[src/rtl/core/point_chain_nearest_neighbor_order_assert.svh]
// Assertion macros for the point chain ordering block.
// Included by the top level; no other dependencies.
`ifndef POINT_CHAIN_NEAREST_NEIGHBOR_ORDER_ASSERT_SVH
`define POINT_CHAIN_NEAREST_NEIGHBOR_ORDER_ASSERT_SVH
// Implication checked on every edge outside reset.
`define PCNN_ASSERT_IMP(lbl, clk, rst_n, a, c) \
    lbl: assert property (@(posedge clk) disable iff (!rst_n) (a) |-> (c)) \
        else $error("assertion failed");
// Next-cycle implication checked outside reset.
`define PCNN_ASSERT_NXT(lbl, clk, rst_n, a, c) \
    lbl: assert property (@(posedge clk) disable iff (!rst_n) (a) |=> (c)) \
        else $error("assertion failed");
`endif

[src/rtl/core/pcnn_pkg.sv]
// Shared types and constants for the point chain ordering block.
// No dependencies.
package pcnn_pkg;
    localparam int IDX_BITS = 6;
    localparam int CNT_BITS = 7;

    typedef enum logic [6:0] {
        ST_LOAD  = 7'b0000001,
        ST_FAR1  = 7'b0000010,
        ST_FAR2  = 7'b0000100,
        ST_EMIT  = 7'b0001000,
        ST_NEAR  = 7'b0010000,
        ST_WAIT  = 7'b0100000,
        ST_CLEAR = 7'b1000000
    } state_t;

    // Steps of one scan: read the reference, latch it, sweep, drain the pipe.
    typedef enum logic [3:0] {
        PH_REF   = 4'b0001,
        PH_FETCH = 4'b0010,
        PH_SWEEP = 4'b0100,
        PH_DRAIN = 4'b1000
    } phase_t;

    // Scan control from the sequencer to the distance unit.
    typedef struct packed {
        logic                start;
        logic                valid;
        logic                is_far;
        logic                skip;
        logic [IDX_BITS-1:0] idx;
    } scan_ctl_t;
endpackage

[src/rtl/core/pcnn_dist.sv]
// Pipelined squared distance and running best for one scan.
// Depends on pcnn_pkg.
module pcnn_dist #(
    parameter int COORD_BITS = 16
) (
    input  logic                                clk,
    input  logic                                rst_n,
    input  pcnn_pkg::scan_ctl_t                 ctl,
    input  logic signed [3*COORD_BITS-1:0]      ref_pt,
    input  logic signed [3*COORD_BITS-1:0]      cand_pt,
    output logic [pcnn_pkg::IDX_BITS-1:0]       best_index,
    output logic                                busy
);
    localparam int DB = COORD_BITS + 1;
    localparam int SB = 2 * DB + 2;

    logic signed [DB-1:0] d_reg [3];
    logic signed [DB-1:0] d_next [3];
    logic signed [2*DB-1:0] sq_next [3];
    logic [2*DB-1:0] sq_reg [3];
    logic [SB-1:0] sum;
    logic [1:0] vld_reg;
    logic [1:0] far_reg, skip_reg;
    logic [pcnn_pkg::IDX_BITS-1:0] i1_reg, i2_reg;
    logic [SB-1:0] best_reg;
    logic [pcnn_pkg::IDX_BITS-1:0] bidx_reg;
    logic found_reg;

    always_comb
    begin
        for (int k = 0; k < 3; k++)
        begin
            d_next[k] = DB'(signed'(ref_pt[k*COORD_BITS +: COORD_BITS]))
                      - DB'(signed'(cand_pt[k*COORD_BITS +: COORD_BITS]));
            sq_next[k] = (2*DB)'(d_reg[k]) * (2*DB)'(d_reg[k]);
        end
    end

    always_ff @(posedge clk)
    begin
        for (int k = 0; k < 3; k++)
        begin
            d_reg[k]  <= d_next[k];
            sq_reg[k] <= $unsigned(sq_next[k]);
        end
        i1_reg <= ctl.idx;
        i2_reg <= i1_reg;
    end

    assign sum = SB'(sq_reg[0]) + SB'(sq_reg[1]) + SB'(sq_reg[2]);

    always_ff @(posedge clk or negedge rst_n)
    begin
        if (!rst_n)
        begin
            vld_reg <= '0; far_reg <= '0; skip_reg <= '0;
            best_reg <= '0; bidx_reg <= '0; found_reg <= 1'b0;
        end
        else
        begin
            vld_reg  <= {vld_reg[0], ctl.valid};
            far_reg  <= {far_reg[0], ctl.is_far};
            skip_reg <= {skip_reg[0], ctl.skip};
            if (ctl.start)
            begin
                best_reg <= '0; bidx_reg <= '0; found_reg <= 1'b0;
            end
            else if (vld_reg[1] && !skip_reg[1])
            begin
                if (far_reg[1] ? (sum > best_reg)
                               : (!found_reg || sum < best_reg))
                begin
                    best_reg <= sum; bidx_reg <= i2_reg;
                end
                found_reg <= 1'b1;
            end
        end
    end

    assign best_index = bidx_reg;
    assign busy = |vld_reg;
endmodule

[config.mk]
export PLATFORM = sky130hd
export DESIGN_NAME = pcnn_dist
export DESIGN_NICKNAME = d
export VERILOG_FILES = /design/src/rtl/core/point_chain_nearest_neighbor_order_assert.svh /design/src/rtl/core/pcnn_pkg.sv /design/src/rtl/core/pcnn_dist.sv
export SDC_FILE = /design/constraint.sdc
export NUM_CORES = 2
export LEC_CHECK = 0
export BUFFER_PORTS_ARGS = -buffer_cell sky130_fd_sc_hd__clkbuf_2
export CORE_MARGIN = 3
export CORE_UTILIZATION = 25
export CTS_CLUSTER_SIZE = 14
export DETAILED_ROUTE_END_ITERATION = 10
export GPL_ROUTABILITY_DRIVEN = 0
export PLACE_DENSITY_LB_ADDON = 0.3
export SYNTH_ARGS = -nofsm -noshare
export SYNTH_HDL_FRONTEND = slang
export SYNTH_SLANG_ARGS = --single-unit
[constraint.sdc]
create_clock -name clk -period 17.7 [get_ports clk]
set_input_delay 3.54 -clock clk [delete_from_list [all_inputs] [get_ports clk]]
set_output_delay 3.54 -clock clk [all_outputs]
set_load 0.02 [all_outputs]
==> impl_metrics.yaml <==
outcome:
  status: "finished clean"
cts:
  ctsHoldBuffers: 0
  cts-htree-levels: 1
  cts-resized-gates: 0
  path_clk_slew_ns: 0.06
  clkSinkCount: 211
  cts-root-buf: "clkbuf_16"
  insertion_delay_ns: 0.63
  cts_setup_buffers: 0
  cts_tree: "built"
  cts_buffers: 30
  cts_buffer_depth: 3
placed_design:
  port_buffers: 114
  placed_cell_area_sq_um: 43000
  dpl.hpwl_um: 77100
  dpl_worst_slack_ns: 10.65
route:
  detail_route.vias_per_cell: 4.23
  ant_nets: 0
  post-route-drc-count: 0
  firstDrtPassIters: 5
  drt_iter0_drc: 1191
  wl_per_cell_um: 14.4
  postRouteWirelength_um: 92000
  vias: 27026
sta:
  tightest_slew_ns: 0.968
  period_minus_slack_ns: 7.21
  fin_tns_setup_ns: 0
  max_slew_margin_pct: 35.4
  finClkSkew_ns: 0.0305
  rsz0062_at_grt: "false"
  hold_violations: 0
  holdWs_ns: 0.324
  setup_viol_count_final: 0
  fin_ws_ns: 10.49
  period_share_pct: 40.7
  maxSlewViolCount: 0
  max_freq_ghz: 0.139
critical_path:
  worstSetupStartpoint: "d_reg[0][24]$_DFF_P_"
  required_ns: 18.25
  path_max_fanout: 18
  reg2reg_from: "d_reg[0][24]$_DFF_P_"
  crit_buf_inv: 5
  crit_chain: "nand2_1 -> fa_1 -> inv_1 -> fa_1 -> inv_1 -> fa_1 -> inv_1 -> fa_1 -> fa_1 -> inv_1 -> fa_1 -> inv_1 -> ha_1 -> a21o_1 -> a21o_1 -> a2111oi_1 -> o31ai_1 -> a21oi_2 -> o21ai_1 -> a221o_1 -> or4_1 -> nand3_1"
  cp_top_family: "adder cells"
  endpoint_kind: "register"
  path_class: "register to register"
  crit_slowest_cell: "dfxtp_1"
  arrival_ns: 7.76
  r2r_setup_slack_ns: 10.49
  slowest_delay_ns: 0.89
  path_common_cell: "fa_1"
  start_kind: "register"
synthesis:
  yosys.area.top_type: "fa_1"
  ys_ff_latch: 211
  ys_seq_area_share_pct: 11.1
  synth_ff_type: "dfxtp_1"
  ys_warn_count: 0
  ys_top_cells_by_area: "fa_1 (42%), ha_1 (12%), inv_1 (11%), dfxtp_1 (8.1%), xnor2_1 (3.3%)"
  postSynth.asyncResetShare_pct: 23.2
  netlist_instances: 4217
  synth_area_sq_um: 40100
  synth-edff-count: 0
  synth.distinct_cells: 76
  avgSynthCellArea_sq_um: 9.51
  yosysTopAreaCellShare_pct: 41.7
global_route:
  grt_max_degree: 50
  grt_use_met3_pct: 1.38
  met2_usage_pct: 20.7
  grt_remaining_overflow: 0
  grt_util_met1_pct: 15.3
  grt.busiest_layer: "met2"
  gr-usage-all-layers_pct: 11.7
  antenna_found_initial: 4
  grt_pass1_vias: 29919
  grt_first_pass_wirelength_um: 155000
finish:
  largest_reg_flops: 99
  layout-drive-gt1-share_pct: 4.98
  syn_to_final_growth_pct: 9.94
  design_area_sq_um: 44100
  nNetsFinal: 5630
worst_hold_path:
  hp-class: "register to register"
  hold_start: "i1_reg[5]$_DFF_P_"
die:
  dieArea_sq_um: 165000
  rows: 146
  die_h_um: 406
  die_w_um: 406
  boundaryPins: 115
  initial_core_util_pct: 25.2
  fp.coreArea_sq_um: 159000
flow_run:
  drv_cap: 0
cell type report:
class,count,area (sq um)
well taps,2072,2590
fillers,17054,115000
inverters,1132,4250
multi-input cells,2790,31000
clock buffers,42,908
clock inverters,13,143
diodes,1,2.50
flip-flops and latches,211,4470
repair buffers,128,676
metrics by stage:
stage,std cells,util [%]
floorplan,4218,-
global placement,6333,27.1
detailed placement,6333,27.1
CTS,6388,27.7
global route,6388,27.7
finish,6389,27.7
worst reg2reg max path, cell delays in order (launching register included):
cell,delay (ns)
dfxtp_1,0.89
nand2_1,0.19
fa_1,0.61
inv_1,0.07
fa_1,0.50
inv_1,0.05
fa_1,0.52
inv_1,0.06
fa_1,0.39
fa_1,0.51
inv_1,0.05
fa_1,0.48
inv_1,0.04
ha_1,0.34
a21o_1,0.20
a21o_1,0.16
a2111oi_1,0.65
o31ai_1,0.19
a21oi_2,0.22
o21ai_1,0.16
a221o_1,0.36
or4_1,0.40
nand3_1,0.09
kinds of logic after synthesis:
group                      after synthesis  share of synthesized area, %
other                                    1                       0.00935
xor gates and xnor gates               197                          4.30
and+or+nand+nor                        879                          10.8
muxes                                   39                         0.974
AOI/OAI and AO/OA                      444                          7.36
DFF                                    211                          11.1
adders and majority gates             1229                          54.0
buffers and inverters                 1217                          11.4
placed cells by master (no fill, tap or decap), types with 25 or more instances in the layout:
cell type / Yosys / layout
inv_1: 1130 / 1130
fa_1: 835 / 835
ha_1: 394 / 394
nand2_1: 287 / 287
and2_1: 177 / 177
nor2_1: 163 / 163
dfxtp_1: 162 / 162
xnor2_1: 150 / 150
a21oi_1: 125 / 125
clkbuf_2: 0 / 114
o21ai_0: 78 / 78
a21o_1: 65 / 65
nor2b_1: 53 / 53
dfrtp_1: 49 / 49
xor2_1: 47 / 47
nand3_1: 40 / 40
mux2i_1: 39 / 39
nor3_1: 39 / 39
clkbuf_16: 0 / 32
nand2b_1: 25 / 25
cells in the mapped netlist, types with 6 or more instances:
| library cell | count |
|---|---|
| ha_1 | 394 |
| o21ai_0 | 78 |
| xor2_1 | 47 |
| clkbuf_1 | 80 |
| a211oi_1 | 15 |
| a31o_2 | 12 |
| dfrtp_1 | 49 |
| o21a_1 | 19 |
| nor2b_1 | 53 |
| a41oi_1 | 6 |
| a2111oi_0 | 7 |
| nor2_1 | 163 |
| a31oi_1 | 11 |
| nand2_1 | 287 |
| nor3_1 | 39 |
| mux2i_1 | 39 |
| nand4_1 | 19 |
| dfxtp_1 | 162 |
| a21oi_1 | 125 |
| o31ai_1 | 9 |
| or3_1 | 14 |
| nand3_1 | 40 |
| fa_1 | 835 |
| o211ai_1 | 11 |
| and3_1 | 24 |
| o21bai_1 | 15 |
| a21o_1 | 65 |
| and2_1 | 177 |
| a41o_1 | 6 |
| inv_1 | 1130 |
| nand2b_1 | 25 |
| xnor2_1 | 150 |
| a21boi_0 | 10 |
| or2_2 | 15 |
metal layers:
| metal | routed length [um] | part of all wire, % |
|---|---|---|
| met1 | 40700 | 44 |
| met2 | 45900 | 50 |
| met3 | 3560 | 3.9 |
| met4 | 1780 | 1.9 |
| met5 | 0 | 0 |
path summary, 6_finish.rpt:
| kind | endpoint | depth (start not counted) |
|---|---|---|
| setup / recovery | sq_reg[0][67]$_DFF_P_ | 22 |
| hold / removal | i2_reg[5]$_DFF_P_ | 0 |
| setup reg to reg | sq_reg[0][67]$_DFF_P_ | 22 |
| hold reg to reg | i2_reg[5]$_DFF_P_ | 0 |
| max in group asynchronous | best_reg[31]$_DFFE_PN0P_ | 2 |
| min in group asynchronous | best_index[3]$_DFFE_PN0P_ | 2 |
Power is not shown: default switching activity piles up to over one toggle a cycle in this logic, so the estimate is an artifact.
